[src/udarp_pkg.sv]
// udarp_pkg: shared types, constants and priority-encode helpers of the
// up/down arpeggiator. No dependencies.
`default_nettype none

package udarp_pkg;

  localparam int PITCH_COUNT = 128;
  localparam int TICK_BITS   = 32;
  localparam int PITCH_W     = (PITCH_COUNT > 1) ? $clog2(PITCH_COUNT) : 1;

  localparam logic [1:0] OP_LOAD  = 2'd0;
  localparam logic [1:0] OP_CLEAR = 2'd1;
  localparam logic [1:0] OP_STEP  = 2'd2;

  localparam logic [1:0] REG_STEP_TICKS = 2'd0;
  localparam logic [1:0] REG_GATE_TICKS = 2'd1;

  localparam logic [4:0]  DRUM_CHANNEL   = 5'd10;
  localparam logic [6:0]  VEL_LOWEST     = 7'd108;
  localparam logic [6:0]  VEL_OTHER      = 7'd92;
  localparam logic [15:0] STEP_TICKS_RST = 16'd240;
  localparam logic [15:0] GATE_TICKS_RST = 16'd196;

  typedef struct packed {
    logic [1:0] op;
    logic [6:0] note_pitch;
    logic [4:0] note_channel;
  } in_item_t;

  typedef struct packed {
    logic [31:0] start_tick;
    logic [15:0] length_ticks;
    logic [6:0]  out_pitch;
    logic [6:0]  out_velocity;
    logic        no_pitches;
  } out_item_t;

  typedef struct packed {
    logic load;
    logic clear;
    logic pick;
    logic emit_note;
    logic emit_empty;
  } dp_cmd_t;

  typedef struct packed {
    logic set_empty;
  } dp_sts_t;

  typedef struct packed {
    logic               found;
    logic [PITCH_W-1:0] idx;
  } find_t;

  // lowest set bit
  function automatic find_t find_lowest(input logic [PITCH_COUNT-1:0] m);
    find_t r;
    r.found = |m;
    r.idx   = '0;
    for (int i = PITCH_COUNT - 1; i >= 0; i--) begin
      if (m[i]) r.idx = PITCH_W'(i);
    end
    return r;
  endfunction

  // highest set bit
  function automatic find_t find_highest(input logic [PITCH_COUNT-1:0] m);
    find_t r;
    r.found = |m;
    r.idx   = '0;
    for (int i = 0; i < PITCH_COUNT; i++) begin
      if (m[i]) r.idx = PITCH_W'(i);
    end
    return r;
  endfunction

endpackage

`default_nettype wire

[src/up_down_arpeggiator_unit.sv]
// up_down_arpeggiator_unit: top level joining controller and datapath.
// Depends on udarp_pkg, udarp_ctrl, udarp_datapath.
//
//   channel   | handshake                      | payload
//   ----------+--------------------------------+-----------------------------
//   command   | start / busy                   | item_i (in_item_t)
//   result    | result_valid_o (1-cycle pulse) | result_o (out_item_t)
//   config    | cfg_valid_i / cfg_ready_o      | cfg_index_i, cfg_data_i
//
// load and clear leave busy low; the next command can follow at once. a
// step holds busy through the set search and then the walk update, and its
// result strobes after the walk update; busy is low again then, so the next
// command can be taken at the same edge that takes the result.
// the set search is a priority encode over the pitch set.
// reset empties the set and loads the default step and gate lengths.
// the result side has no stall; each result is strobed for one cycle only.
`default_nettype none

module up_down_arpeggiator_unit
  import udarp_pkg::*;
(
  input  wire logic        clk_i,
  input  wire logic        rst_ni,
  input  wire logic        start,
  output logic             busy,
  input  wire in_item_t    item_i,
  output logic             result_valid_o,
  output out_item_t        result_o,
  input  wire logic        cfg_valid_i,
  output logic             cfg_ready_o,
  input  wire logic [1:0]  cfg_index_i,
  input  wire logic [15:0] cfg_data_i
);

  dp_cmd_t cmd;
  dp_sts_t sts;

  assign cfg_ready_o = 1'b1;

  udarp_ctrl u_ctrl (
    .clk_i          (clk_i),
    .rst_ni         (rst_ni),
    .start          (start),
    .op_i           (item_i.op),
    .sts_i          (sts),
    .cmd_o          (cmd),
    .busy           (busy),
    .result_valid_o (result_valid_o)
  );

  udarp_datapath u_dp (
    .clk_i       (clk_i),
    .rst_ni      (rst_ni),
    .cmd_i       (cmd),
    .item_i      (item_i),
    .cfg_we_i    (cfg_valid_i && cfg_ready_o),
    .cfg_index_i (cfg_index_i),
    .cfg_data_i  (cfg_data_i),
    .sts_o       (sts),
    .result_o    (result_o)
  );

endmodule

`default_nettype wire

[src/udarp_ctrl.sv]
// udarp_ctrl: sequencing state machine of the arpeggiator.
// Depends on udarp_pkg; drives commands into udarp_datapath.
`default_nettype none

module udarp_ctrl
  import udarp_pkg::*;
(
  input  wire logic     clk_i,
  input  wire logic     rst_ni,
  input  wire logic     start,
  input  wire logic     [1:0] op_i,
  input  wire dp_sts_t  sts_i,
  output dp_cmd_t       cmd_o,
  output logic          busy,
  output logic          result_valid_o
);

  typedef enum logic [1:0] {
    S_IDLE,
    S_PICK,
    S_EMIT
  } state_e;

  state_e state_q;
  logic   busy_q;
  logic   done_q;
  logic   accept;

  assign accept = start && !busy_q;

  always_comb begin
    cmd_o            = '0;
    cmd_o.load       = accept && (op_i == OP_LOAD);
    cmd_o.clear      = accept && (op_i == OP_CLEAR);
    cmd_o.pick       = (state_q == S_PICK);
    cmd_o.emit_note  = (state_q == S_EMIT) && !sts_i.set_empty;
    cmd_o.emit_empty = (state_q == S_EMIT) && sts_i.set_empty;
  end

  always_ff @(posedge clk_i or negedge rst_ni) begin
    if (!rst_ni) begin
      state_q <= S_IDLE;
      busy_q  <= 1'b0;
      done_q  <= 1'b0;
    end else begin
      done_q <= 1'b0;
      case (state_q)
        S_IDLE: begin
          if (accept && (op_i == OP_STEP)) begin
            state_q <= S_PICK;
            busy_q  <= 1'b1;
          end
        end
        S_PICK: begin
          state_q <= S_EMIT;
        end
        S_EMIT: begin
          state_q <= S_IDLE;
          busy_q  <= 1'b0;
          done_q  <= 1'b1;
        end
        default: begin
          state_q <= S_IDLE;
          busy_q  <= 1'b0;
        end
      endcase
    end
  end

  assign busy           = busy_q;
  assign result_valid_o = done_q;

endmodule

`default_nettype wire

[src/udarp_datapath.sv]
// udarp_datapath: pitch set, walk position, tick counter, config registers
// and result register. Depends on udarp_pkg; commanded by udarp_ctrl.
`default_nettype none

module udarp_datapath
  import udarp_pkg::*;
(
  input  wire logic       clk_i,
  input  wire logic       rst_ni,
  input  wire dp_cmd_t    cmd_i,
  input  wire in_item_t   item_i,
  input  wire logic       cfg_we_i,
  input  wire logic [1:0] cfg_index_i,
  input  wire logic [15:0] cfg_data_i,
  output dp_sts_t         sts_o,
  output out_item_t       result_o
);

  logic [PITCH_COUNT-1:0] set_q;
  logic [PITCH_W-1:0]     next_q, cur_q, lowest_q;
  logic                   going_down_q, started_q, empty_q;
  logic [TICK_BITS-1:0]   tick_q;
  logic [15:0]            step_q, gate_q;
  out_item_t              res_q;

  find_t                  low, above, below;
  logic [PITCH_COUNT-1:0] above_m, below_m;
  logic                   next_live;
  logic [63:0]            tick_ext;

  assign low       = find_lowest(set_q);
  assign next_live = started_q && set_q[next_q];
  assign tick_ext  = 64'(tick_q);

  // neighbors of the current pitch in either direction
  always_comb begin
    for (int i = 0; i < PITCH_COUNT; i++) begin
      above_m[i] = set_q[i] && (PITCH_W'(i) > cur_q);
      below_m[i] = set_q[i] && (PITCH_W'(i) < cur_q);
    end
  end

  assign above = find_lowest(above_m);
  assign below = find_highest(below_m);

  always_ff @(posedge clk_i or negedge rst_ni) begin
    if (!rst_ni) begin
      set_q        <= '0;
      next_q       <= '0;
      cur_q        <= '0;
      lowest_q     <= '0;
      going_down_q <= 1'b0;
      started_q    <= 1'b0;
      tick_q       <= '0;
      empty_q      <= 1'b1;
      step_q       <= STEP_TICKS_RST;
      gate_q       <= GATE_TICKS_RST;
    end else begin
      if (cfg_we_i) begin
        case (cfg_index_i)
          REG_STEP_TICKS: step_q <= cfg_data_i;
          REG_GATE_TICKS: gate_q <= cfg_data_i;
          default: ;
        endcase
      end
      if (cmd_i.load && (item_i.note_channel != DRUM_CHANNEL) &&
          (32'(item_i.note_pitch) < PITCH_COUNT)) begin
        set_q[item_i.note_pitch[PITCH_W-1:0]] <= 1'b1;
      end
      if (cmd_i.clear) begin
        set_q        <= '0;
        next_q       <= '0;
        going_down_q <= 1'b0;
        started_q    <= 1'b0;
        tick_q       <= '0;
      end
      if (cmd_i.pick) begin
        empty_q  <= !low.found;
        lowest_q <= low.idx;
        // restart from the lowest pitch when the walk has not started or its target is gone
        if (low.found && !next_live) begin
          cur_q        <= low.idx;
          going_down_q <= 1'b0;
          started_q    <= 1'b1;
        end else begin
          cur_q <= next_q;
        end
      end
      if (cmd_i.emit_note) begin
        if (going_down_q) begin
          if (below.found)      next_q <= below.idx;
          else if (above.found) begin
            next_q       <= above.idx;
            going_down_q <= 1'b0;
          end else              next_q <= cur_q;
        end else begin
          if (above.found)      next_q <= above.idx;
          else if (below.found) begin
            next_q       <= below.idx;
            going_down_q <= 1'b1;
          end else              next_q <= cur_q;
        end
        tick_q <= tick_q + TICK_BITS'(step_q);
      end
    end
  end

  always_ff @(posedge clk_i) begin
    if (cmd_i.emit_note) begin
      res_q.start_tick   <= tick_ext[31:0];
      res_q.length_ticks <= gate_q;
      res_q.out_pitch    <= 7'(cur_q);
      res_q.out_velocity <= (cur_q == lowest_q) ? VEL_LOWEST : VEL_OTHER;
      res_q.no_pitches   <= 1'b0;
    end else if (cmd_i.emit_empty) begin
      res_q.start_tick   <= '0;
      res_q.length_ticks <= '0;
      res_q.out_pitch    <= '0;
      res_q.out_velocity <= '0;
      res_q.no_pitches   <= 1'b1;
    end
  end

  assign sts_o.set_empty = empty_q;
  assign result_o        = res_q;

endmodule

`default_nettype wire

[config.mk]
export PLATFORM = sky130hd
export DESIGN_NAME = up_down_arpeggiator_unit
export DESIGN_NICKNAME = d
export VERILOG_FILES = /design/src/udarp_pkg.sv /design/src/up_down_arpeggiator_unit.sv /design/src/udarp_ctrl.sv /design/src/udarp_datapath.sv
export SDC_FILE = /design/constraint.sdc
export NUM_CORES = 1
export LEC_CHECK = 0
export ABC_CLOCK_PERIOD_IN_PS = 7780
export BUFFER_PORTS_ARGS = -buffer_cell sky130_fd_sc_hd__buf_2
export CORE_MARGIN = 2
export CORE_UTILIZATION = 45
export CTS_CLUSTER_SIZE = 10
export DETAILED_ROUTE_END_ITERATION = 8
export GPL_TIMING_DRIVEN = 1
export PLACE_DENSITY_LB_ADDON = 0.15
export RECOVER_POWER = 100
export SLEW_MARGIN = 20
export SYNTH_ARGS = -nofsm -noshare
export SYNTH_HDL_FRONTEND = slang
export SYNTH_SLANG_ARGS = --single-unit
[constraint.sdc]
create_clock -name clk_i -period 7.78 [get_ports clk_i]
set_clock_uncertainty 0.1 [all_clocks]
set_input_delay 1.945 -clock clk_i [delete_from_list [all_inputs] [get_ports clk_i]]
set_output_delay 1.945 -clock clk_i [all_outputs]
set_load 0.01 [all_outputs]
==> flow_summary.html, run 1 <==
<table>
<tr><th>Metric</th><th>Value</th></tr>
<tr><th colspan="2">Die</th></tr>
<tr><td>Area of the placeable core</td><td>48600 µm²</td></tr>
<tr><td>IO Count</td><td>102</td></tr>
<tr><td>Starting Density</td><td>0.453</td></tr>
<tr><td>Placement Rows</td><td>81</td></tr>
<tr><td>Area enclosed by the die boundary</td><td>50800 µm²</td></tr>
<tr><td>Die W</td><td>225 µm</td></tr>
<tr><td>Vertical die dimension</td><td>225 µm</td></tr>
<tr><th colspan="2">Logic synthesis</th></tr>
<tr><td>Ys async rst share</td><td>0.789</td></tr>
<tr><td>Count of flip-flops with a built-in enable after synthesis</td><td>58</td></tr>
<tr><td>Mean instance size in the synthesized netlist</td><td>8.12 µm²</td></tr>
<tr><td>Leading post-synthesis cells by cell area</td><td>sky130_fd_sc_hd__dfrtp_1 (24%), sky130_fd_sc_hd__edfxtp_1 (7.9%), sky130_fd_sc_hd__a21oi_1 (6.9%)</td></tr>
<tr><td>Warnings from Yosys</td><td>0</td></tr>
<tr><td>Number of distinct standard cells referenced by the synthesized netlist</td><td>124</td></tr>
<tr><td>Cell count after synthesis</td><td>2714</td></tr>
<tr><td>Sequential area share after synthesis</td><td>0.330</td></tr>
<tr><td>Synth Register Bits</td><td>279</td></tr>
<tr><td>Mapped cell area</td><td>22100 µm²</td></tr>
<tr><td>Prevailing post-synth register cell</td><td>sky130_fd_sc_hd__dfrtp_1</td></tr>
<tr><td>Portion of synthesized cell area occupied by the leading cell type</td><td>0.241</td></tr>
<tr><td>Cell type with the largest total area after synthesis</td><td>sky130_fd_sc_hd__dfrtp_1</td></tr>
<tr><th colspan="2">Timing</th></tr>
<tr><td>Setup repair after global routing missed its margin</td><td>no</td></tr>
<tr><td>Final hold violation count</td><td>0</td></tr>
<tr><td>Maximum clock rate</td><td>165 MHz</td></tr>
<tr><td>Worst-Margin Slew</td><td>3.32 ns</td></tr>
<tr><td>Max Transition Viols Final</td><td>512</td></tr>
<tr><td>Sum of negative setup slack</td><td>0 ns</td></tr>
<tr><td>Number of failing setup endpoints in the final timing report</td><td>0</td></tr>
<tr><td>Relative slew margins</td><td>-1.21</td></tr>
<tr><td>Shortest clock period the worst path allows after layout</td><td>6.08 ns</td></tr>
<tr><td>Final worst slack</td><td>1.70 ns</td></tr>
<tr><td>Final period util</td><td>0.781</td></tr>
<tr><th colspan="2">Layout</th></tr>
<tr><td>Commonest non-fill, non-tap cell in the layout</td><td>sky130_fd_sc_hd__nor2_1</td></tr>
<tr><td>Fraction of layout instances using a drive strength above 1</td><td>0.106</td></tr>
<tr><td>Area of the multi-input gates</td><td>13300 µm²</td></tr>
<tr><td>Cell Count, Final, Fillers Out</td><td>3303</td></tr>
<tr><td>Filler cells</td><td>4863</td></tr>
<tr><td>Final net count</td><td>2710</td></tr>
<tr><td>Area of all sequential standard cells</td><td>7290 µm²</td></tr>
<tr><td>Final standard cell utilization of the core</td><td>0.481</td></tr>
<tr><td>Top library cells by usage in the layout, fill and taps aside</td><td>sky130_fd_sc_hd__nor2_1 (327), sky130_fd_sc_hd__a21oi_1 (302), sky130_fd_sc_hd__nand2_1 (223)</td></tr>
<tr><td>Synth-to-layout area growth</td><td>6.12%</td></tr>
<tr><th colspan="2">Global routing</th></tr>
<tr><td>GRT Residual Overflow</td><td>0</td></tr>
<tr><td>Via count of the first global-routing pass</td><td>21600</td></tr>
<tr><td>Maximum number of pins on one net before global-route repair</td><td>117</td></tr>
<tr><td>Global Route Usage Sum</td><td>0.383</td></tr>
<tr><td>Wire length of the first global-routing pass</td><td>145000 µm</td></tr>
<tr><td>Initial antenna violation count</td><td>2</td></tr>
<tr><th colspan="2">Critical path</th></tr>
<tr><td>Required time of the critical path</td><td>8.16 ns</td></tr>
<tr><td>Critical Path Start Type</td><td>flop</td></tr>
<tr><td>Critical path capture point type</td><td>flop</td></tr>
<tr><td>Peak fanout along the critical path</td><td>76</td></tr>
<tr><td>Data arrival time at the worst-slack endpoint</td><td>6.46 ns</td></tr>
<tr><td>Critical path class</td><td>flop to flop</td></tr>
<tr><td>Cell count of the worst reg-to-reg path</td><td>12</td></tr>
<tr><th colspan="2">Min path</th></tr>
<tr><td>Worst min path class</td><td>flop to flop</td></tr>
<tr><td>Worst Hold Depth</td><td>1</td></tr>
<tr><th colspan="2">Power and ir drop</th></tr>
<tr><td>Peak VDD IR</td><td>0.000179 V</td></tr>
<tr><td>Leakage</td><td>0.00946 µW</td></tr>
<tr><td>Power density over the cells</td><td>319 nW/µm²</td></tr>
<tr><th colspan="2">Clock network</th></tr>
<tr><td># clock sinks</td><td>279</td></tr>
<tr><td>CTS H-tree depth</td><td>2</td></tr>
<tr><td>CTS tree</td><td>done</td></tr>
<tr><td>Number of buffers inserted to repair setup after CTS</td><td>0</td></tr>
<tr><td>Hold Buf Count CTS</td><td>0</td></tr>
<tr><td>Clk Tree Root Cell</td><td>sky130_fd_sc_hd__clkbuf_16</td></tr>
<tr><td>Skew-Pair Late Insertion Delay</td><td>0.60 ns</td></tr>
<tr><td>Number of buffers created by CTS</td><td>35</td></tr>
<tr><td>Clock slew at the register clock pins of the worst setup and hold paths</td><td>0.06 ns</td></tr>
<tr><td>Number of instances resized during post-cts repair</td><td>0</td></tr>
<tr><td>Deepest clock path buffer count</td><td>3</td></tr>
<tr><th colspan="2">Job</th></tr>
<tr><td>Number of violations of the max-capacitance limit</td><td>14</td></tr>
<tr><th colspan="2">Detailed routing</th></tr>
<tr><td>Iteration count of the initial detailed-routing pass</td><td>6</td></tr>
<tr><td>Drt first-iter violations</td><td>3457</td></tr>
<tr><td>Remaining antenna violation count after routing</td><td>0</td></tr>
<tr><td>DRC Markers</td><td>0</td></tr>
<tr><td>Routed wirelength normalized by instance count</td><td>29.8 µm</td></tr>
<tr><td>Total via count in the routed design</td><td>23000</td></tr>
<tr><td>Mean number of vias per cell</td><td>6.97</td></tr>
<tr><td>Detailed-route wire length</td><td>98500 µm</td></tr>
<tr><th colspan="2">Place</th></tr>
<tr><td>Pre-CTS worst setup slack</td><td>2.82 ns</td></tr>
<tr><td>Total of buffers placed on input and output ports</td><td>98</td></tr>
<tr><td>Number of cells after detailed placement</td><td>3241</td></tr>
<tr><td>Post-DP HPWL</td><td>71900 µm</td></tr>
<tr><td>Gpl congestion</td><td>1.06</td></tr>
<tr><th colspan="2">Status</th></tr>
<tr><td>Result of the run</td><td>finished with violations</td></tr>
<tr><td>Violated checks</td><td>capacitance limit, slew limit</td></tr>
</table>
==> state kept, by name (all words and copies together) (netlist names), 2 cells and up <==
signal and count:
u_dp.tick_q 32, u_dp.set_q 128, u_dp.result_o 59, u_dp.step_q 16
u_dp.gate_q 16, u_dp.cur_q 7, u_dp.lowest_q 7, u_dp.next_q 7
u_ctrl.state_q 2
==> final timing paths <==
path,end,slack (ns),from
max in group asynchronous,u_dp.cur_q[1],2.94,rst_ni
min reg2reg,u_ctrl.state_q[0],0.36,u_ctrl.state_q[1]
min,u_ctrl.state_q[0],0.36,u_ctrl.state_q[1]
min in group asynchronous,u_dp.set_q[84],1.80,rst_ni
max,u_dp.next_q[1],1.70,u_dp.cur_q[6]
max reg2reg,u_dp.next_q[1],1.70,u_dp.cur_q[6]
==> final cells by class <==
type                            count  share of cell area
Clock inverter                      6             0.00326
Multi-Input combinational cell   2133               0.569
Clock buffer                       54              0.0409
Sequential cell                   279               0.312
Inverter                           59             0.00946
Antenna cell                        1            0.000107
Timing Repair Buffer              149              0.0323
Tap cell                          622              0.0333
==> kinds of logic (layout without fill, tap and decap cells) <==
group,after synthesis,in the layout,synth area share
AO/OA/AOI/OAI,975,975,0.285
XOR/XNOR,20,20,0.00794
adder cells (fa/ha/maj),17,17,0.00999
buffers and inverters,303,268,0.0683
flip-flops,279,279,0.330
multiplexers,86,86,0.0637
other,2,4,0.000341
AND/OR/NAND/NOR,1032,1032,0.234
==> power by group <==
group          leakage, µW  switching (µW)  internal [µW]
combinational      0.00549            2710           1130
clock             0.000491             650            854
sequential         0.00348             434           1680
==> metrics by stage <==
stage	hold slack [ns]	power [µW]	instance area [µm²]
global placement	0.351	5780	22500
global route	0.385	7730	23400
CTS	0.367	7310	23600
detailed placement	0.355	5790	22500
floorplan	0.319	4460	22100
finish	0.364	7460	23400
==> cell usage after synthesis (13+ instances only) <==
cell and instances:
sky130_fd_sc_hd__clkbuf_1 145, sky130_fd_sc_hd__and2_1 58, sky130_fd_sc_hd__o211ai_1 41, sky130_fd_sc_hd__edfxtp_1 58, sky130_fd_sc_hd__a2111oi_0 17, sky130_fd_sc_hd__o21ai_1 30
sky130_fd_sc_hd__and3_1 13, sky130_fd_sc_hd__nor4_1 47, sky130_fd_sc_hd__o22ai_1 14, sky130_fd_sc_hd__nand2_1 223, sky130_fd_sc_hd__a211oi_1 26, sky130_fd_sc_hd__inv_1 58
sky130_fd_sc_hd__or2_2 16, sky130_fd_sc_hd__nor2_1 334, sky130_fd_sc_hd__buf_2 35, sky130_fd_sc_hd__nand3_1 88, sky130_fd_sc_hd__buf_4 23, sky130_fd_sc_hd__a22oi_1 17
sky130_fd_sc_hd__o221ai_1 14, sky130_fd_sc_hd__or3_1 15, sky130_fd_sc_hd__a21oi_1 302, sky130_fd_sc_hd__mux4_2 40, sky130_fd_sc_hd__a21o_1 29, sky130_fd_sc_hd__a31oi_1 39
sky130_fd_sc_hd__buf_6 25, sky130_fd_sc_hd__or4_1 14, sky130_fd_sc_hd__o21a_1 23, sky130_fd_sc_hd__nand2b_1 34, sky130_fd_sc_hd__nor3_1 68, sky130_fd_sc_hd__o31ai_1 30
sky130_fd_sc_hd__nand4_1 21, sky130_fd_sc_hd__ha_1 16, sky130_fd_sc_hd__o31a_1 13, sky130_fd_sc_hd__nor2b_1 26, sky130_fd_sc_hd__dfrtp_1 212, sky130_fd_sc_hd__o21ai_0 213
sky130_fd_sc_hd__mux2_2 34
==> routing by layer <==
| metal | track usage | up-vias | routed length (µm) |
|---|---|---|---|
| met2 | 0.566 | 1438 | 41500 |
| met4 | 0.243 | 2 | 7150 |
| met1 | 0.508 | 11200 | 39700 |
| met5 | 0 | - | 18 |
| li1 | - | 10000 | - |
| met3 | 0.0833 | 335 | 10100 |
==> worst max-delay path, cell delays in order, from the launching register on <==
cell	delay (ns)
sky130_fd_sc_hd__dfrtp_4	0.91
sky130_fd_sc_hd__clkbuf_2	1.26
sky130_fd_sc_hd__o21ai_0	0.68
sky130_fd_sc_hd__o221ai_1	0.51
sky130_fd_sc_hd__nand4_1	0.25
sky130_fd_sc_hd__nor2_1	0.33
sky130_fd_sc_hd__nand4_1	0.31
sky130_fd_sc_hd__nor4_4	0.48
sky130_fd_sc_hd__nor2_2	0.12
sky130_fd_sc_hd__nor2_4	0.18
sky130_fd_sc_hd__o311ai_0	0.31
sky130_fd_sc_hd__a2111oi_4	0.43
sky130_fd_sc_hd__nor4_2	0.07
No activity file was read; power rests on OpenSTA's default activity.
==> inputs of run 2 (changes only) <==
--- a/config.mk
+++ b/config.mk
@@ -5,7 +5,7 @@
 export SDC_FILE = /design/constraint.sdc
 export NUM_CORES = 1
 export LEC_CHECK = 0
-export ABC_CLOCK_PERIOD_IN_PS = 7780
+export ABC_CLOCK_PERIOD_IN_PS = 4850
 export BUFFER_PORTS_ARGS = -buffer_cell sky130_fd_sc_hd__buf_2
 export CORE_MARGIN = 2
 export CORE_UTILIZATION = 45
==> constraint.sdc (replaced) <==
create_clock -name clk_i -period 4.85 [get_ports clk_i]
set_clock_uncertainty 0.1 [all_clocks]
set_input_delay 1.2125 -clock clk_i [delete_from_list [all_inputs] [get_ports clk_i]]
set_output_delay 1.2125 -clock clk_i [all_outputs]
set_load 0.01 [all_outputs]
==> flow_summary.html, run 2 (synthesis gave the netlist of run 1 again) <==
<table>
<tr><th>Metric</th><th>Value</th></tr>
<tr><th colspan="2">Status</th></tr>
<tr><td>Result of the run</td><td>finished with violations</td></tr>
<tr><td>Violated checks</td><td>capacitance limit, slew limit</td></tr>
<tr><th colspan="2">Timing</th></tr>
<tr><td>Shortest clock period the worst path allows after layout</td><td>4.75 ns</td></tr>
<tr><td>Sum of negative setup slack</td><td>0 ns</td></tr>
<tr><td>Final hold violation count</td><td>0</td></tr>
<tr><td>Max Transition Viols Final</td><td>246</td></tr>
<tr><td>Final period util</td><td>0.980</td></tr>
<tr><td>Worst-Margin Slew</td><td>2.69 ns</td></tr>
<tr><td>Maximum clock rate</td><td>210 MHz</td></tr>
<tr><td>Relative slew margins</td><td>-0.797</td></tr>
<tr><td>Number of failing setup endpoints in the final timing report</td><td>0</td></tr>
<tr><td>Setup repair after global routing missed its margin</td><td>no</td></tr>
<tr><th colspan="2">Critical path</th></tr>
<tr><td>Peak fanout along the critical path</td><td>48</td></tr>
<tr><td>Critical Path Start Type</td><td>flop</td></tr>
<tr><td>Setup crit end</td><td>u_dp.next_q[4]</td></tr>
<tr><td>Worst path slowest cell</td><td>sky130_fd_sc_hd__nor4_1</td></tr>
<tr><td>Worst R2R Setup Slack</td><td>0.1 ns</td></tr>
<tr><td>Critical path class</td><td>flop to flop</td></tr>
<tr><td>Critical register-to-register path startpoint</td><td>u_dp.cur_q[3]</td></tr>
<tr><td>Critical path capture point type</td><td>flop</td></tr>
<tr><td>Reg2Reg Capture Point</td><td>u_dp.next_q[4]</td></tr>
<tr><td>Cell count of the worst reg-to-reg path</td><td>11</td></tr>
<tr><td>Worst-path cell chain</td><td>nor4_1 -&gt; a2bb2oi_1 -&gt; o21a_1 -&gt; nand3_1 -&gt; or4_1 -&gt; nor2b_1 -&gt; nand4_1 -&gt; nand2_1 -&gt; nand2b_1 -&gt; a211oi_1 -&gt; a2bb2oi_1</td></tr>
<tr><td>Delay of the slowest cell on the worst path</td><td>1.05 ns</td></tr>
<tr><td>Critical Path Start</td><td>u_dp.cur_q[3]</td></tr>
<tr><td>Data arrival time at the worst-slack endpoint</td><td>5.13 ns</td></tr>
<tr><td>Most common cell on crit path</td><td>sky130_fd_sc_hd__a2bb2oi_1</td></tr>
<tr><td>Required time of the critical path</td><td>5.23 ns</td></tr>
<tr><th colspan="2">Place</th></tr>
<tr><td>Gpl congestion</td><td>1.08</td></tr>
<tr><td>Number of cells after detailed placement</td><td>3336</td></tr>
<tr><td>Total of buffers placed on input and output ports</td><td>98</td></tr>
<tr><td>Post-DP HPWL</td><td>76700 µm</td></tr>
<tr><th colspan="2">Detailed routing</th></tr>
<tr><td>Routed wirelength normalized by instance count</td><td>30.3 µm</td></tr>
<tr><td>Remaining antenna violation count after routing</td><td>0</td></tr>
<tr><td>Total via count in the routed design</td><td>23800</td></tr>
<tr><td>Mean number of vias per cell</td><td>7.00</td></tr>
<tr><td>Detailed-route wire length</td><td>103000 µm</td></tr>
<tr><td>Iteration count of the initial detailed-routing pass</td><td>6</td></tr>
<tr><td>Drt first-iter violations</td><td>3296</td></tr>
<tr><td>DRC Markers</td><td>0</td></tr>
<tr><th colspan="2">Layout</th></tr>
<tr><td>Biggest register</td><td>u_dp.set_q</td></tr>
<tr><td>Filler cells</td><td>4797</td></tr>
<tr><td>Cell Count, Final, Fillers Out</td><td>3397</td></tr>
<tr><td>Fraction of layout instances using a drive strength above 1</td><td>0.132</td></tr>
<tr><td>Synth-to-layout area growth</td><td>9.38%</td></tr>
<tr><td>Commonest non-fill, non-tap cell in the layout</td><td>sky130_fd_sc_hd__nor2_1</td></tr>
<tr><td>Top library cells by usage in the layout, fill and taps aside</td><td>sky130_fd_sc_hd__nor2_1 (334), sky130_fd_sc_hd__a21oi_1 (302), sky130_fd_sc_hd__nand2_1 (223)</td></tr>
<tr><td>Final net count</td><td>2804</td></tr>
<tr><td>Final standard cell utilization of the core</td><td>0.496</td></tr>
<tr><td>Diodes inserted</td><td>0</td></tr>
<tr><td>Max FFs per register</td><td>128</td></tr>
<tr><th colspan="2">Power and ir drop</th></tr>
<tr><td>Peak VDD IR</td><td>0.000336 V</td></tr>
<tr><td>Share of total power in the clock network</td><td>0.197</td></tr>
<tr><td>Net switching power</td><td>6290 µW</td></tr>
<tr><td>Power density over the cells</td><td>521 nW/µm²</td></tr>
<tr><td>Fraction of power consumed by combinational cells</td><td>0.533</td></tr>
<tr><td>Sw Share</td><td>0.500</td></tr>
<tr><td>Part of the power in registers</td><td>0.270</td></tr>
<tr><td>Internal power component</td><td>6280 µW</td></tr>
<tr><td>Leakage</td><td>0.00994 µW</td></tr>
<tr><th colspan="2">Clock network</th></tr>
<tr><td>CTS tree</td><td>done</td></tr>
<tr><td>Clk Tree Root Cell</td><td>sky130_fd_sc_hd__clkbuf_16</td></tr>
<tr><td>Hold Buf Count CTS</td><td>0</td></tr>
<tr><td>Number of buffers created by CTS</td><td>35</td></tr>
<tr><td>Deepest clock path buffer count</td><td>3</td></tr>
<tr><td>Clock slew at the register clock pins of the worst setup and hold paths</td><td>0.06 ns</td></tr>
<tr><td>Skew-Pair Late Insertion Delay</td><td>0.59 ns</td></tr>
<tr><td># clock sinks</td><td>279</td></tr>
<tr><td>CTS H-tree depth</td><td>2</td></tr>
<tr><td>Number of buffers inserted to repair setup after CTS</td><td>0</td></tr>
<tr><th colspan="2">Global routing</th></tr>
<tr><td>Maximum number of pins on one net before global-route repair</td><td>85</td></tr>
<tr><td>Wire length of the first global-routing pass</td><td>149000 µm</td></tr>
<tr><td>Global Route Usage Sum</td><td>0.399</td></tr>
<tr><td>Initial antenna violation count</td><td>5</td></tr>
<tr><td>GRT Residual Overflow</td><td>0</td></tr>
<tr><td>Via count of the first global-routing pass</td><td>21900</td></tr>
<tr><th colspan="2">Job</th></tr>
<tr><td>Number of violations of the max-capacitance limit</td><td>10</td></tr>
<tr><th colspan="2">Die</th></tr>
<tr><td>Starting Density</td><td>0.453</td></tr>
<tr><td>Vertical die dimension</td><td>225 µm</td></tr>
<tr><td>Area of the placeable core</td><td>48600 µm²</td></tr>
<tr><td>IO Count</td><td>102</td></tr>
<tr><td>Placement Rows</td><td>81</td></tr>
<tr><td>Die W</td><td>225 µm</td></tr>
<tr><td>Area enclosed by the die boundary</td><td>50800 µm²</td></tr>
<tr><th colspan="2">Min path</th></tr>
<tr><td>Worst min path class</td><td>flop to flop</td></tr>
</table>
run 2: cell count changes in the layout (fill, tap and decap cells not counted), sizes merged:
cell,delta
buf,+86
clkbuf,+10
clkinv,-3
inv,+3
clkinvlp,-1
diode,-1
run 2: critical path, delay by kind of cell (launching register included):
| kind | cells | cell delay (ns) |
|---|---|---|
| and+or+nand+nor | 7 | 2.75 |
| AOI/OAI and AO/OA | 4 | 1.08 |
| DFF | 1 | 0.70 |
run 2: layer usage:
metal	GRT usage	share of wire	wire length, µm	vias up
met4	0.263	0.078	8040	4
met3	0.0804	0.10	10500	368
met5	0	0.00020	21	-
li1	-	-	-	10200
met2	0.594	0.43	43800	1600
met1	0.527	0.39	40600	11600
run 2: what timing repair did:
action	in CTS	in global routing
setup endpoints to repair	0	1
endpoints found under the hold margin	0	0
gates resized for setup	0	1
run 2: power groups by stage:
| stage | clock [µW] | combinational [µW] | sequential (µW) |
|---|---|---|---|
| floorplan | 0 | 4260 | 2890 |
| detailed placement | 0 | 6440 | 3400 |
| CTS | 2520 | 6470 | 3360 |
| global route | 2610 | 6940 | 3430 |
| finish | 2470 | 6700 | 3400 |
| global placement | 0 | 6440 | 3380 |
run 2: layout make-up:
cell class / instances / area [µm²] / share of cell area
clock buffer: 56 / 985 / 0.0408
multi-input combinational: 2133 / 13300 / 0.552
tap: 622 / 778 / 0.0323
timing repair buffer: 243 / 1470 / 0.0610
clock inverter: 5 / 62.6 / 0.00259
sequential: 279 / 7290 / 0.302
inverter: 59 / 221 / 0.00918
run 2: through the flow:
stage,hold WS [ns],power [µW],setup slack (ns),cell area [µm²]
6_report,0.373,12600,0.0986,24100
4_1_cts,0.380,12300,0.287,24300
5_1_grt,0.379,13000,0.0143,24100
3_3_place_gp,0.356,9820,0.288,23300
2_1_floorplan,0.319,7150,1.25,22100
3_5_place_dp,0.370,9840,0.297,23300
run 2: worst min-delay path by stage:
stage	from	to	slack, ns	cells after the start
2_1_floorplan	u_ctrl.state_q[1]	u_ctrl.state_q[0]	0.32	1
3_3_place_gp	u_dp.sts_o	u_dp.sts_o	0.36	2
3_5_place_dp	u_ctrl.state_q[1]	u_ctrl.state_q[0]	0.37	1
4_1_cts	u_ctrl.state_q[1]	u_ctrl.state_q[0]	0.38	1
5_1_grt	u_ctrl.state_q[1]	u_ctrl.state_q[0]	0.38	1
6_report	u_ctrl.state_q[1]	u_ctrl.state_q[0]	0.37	1
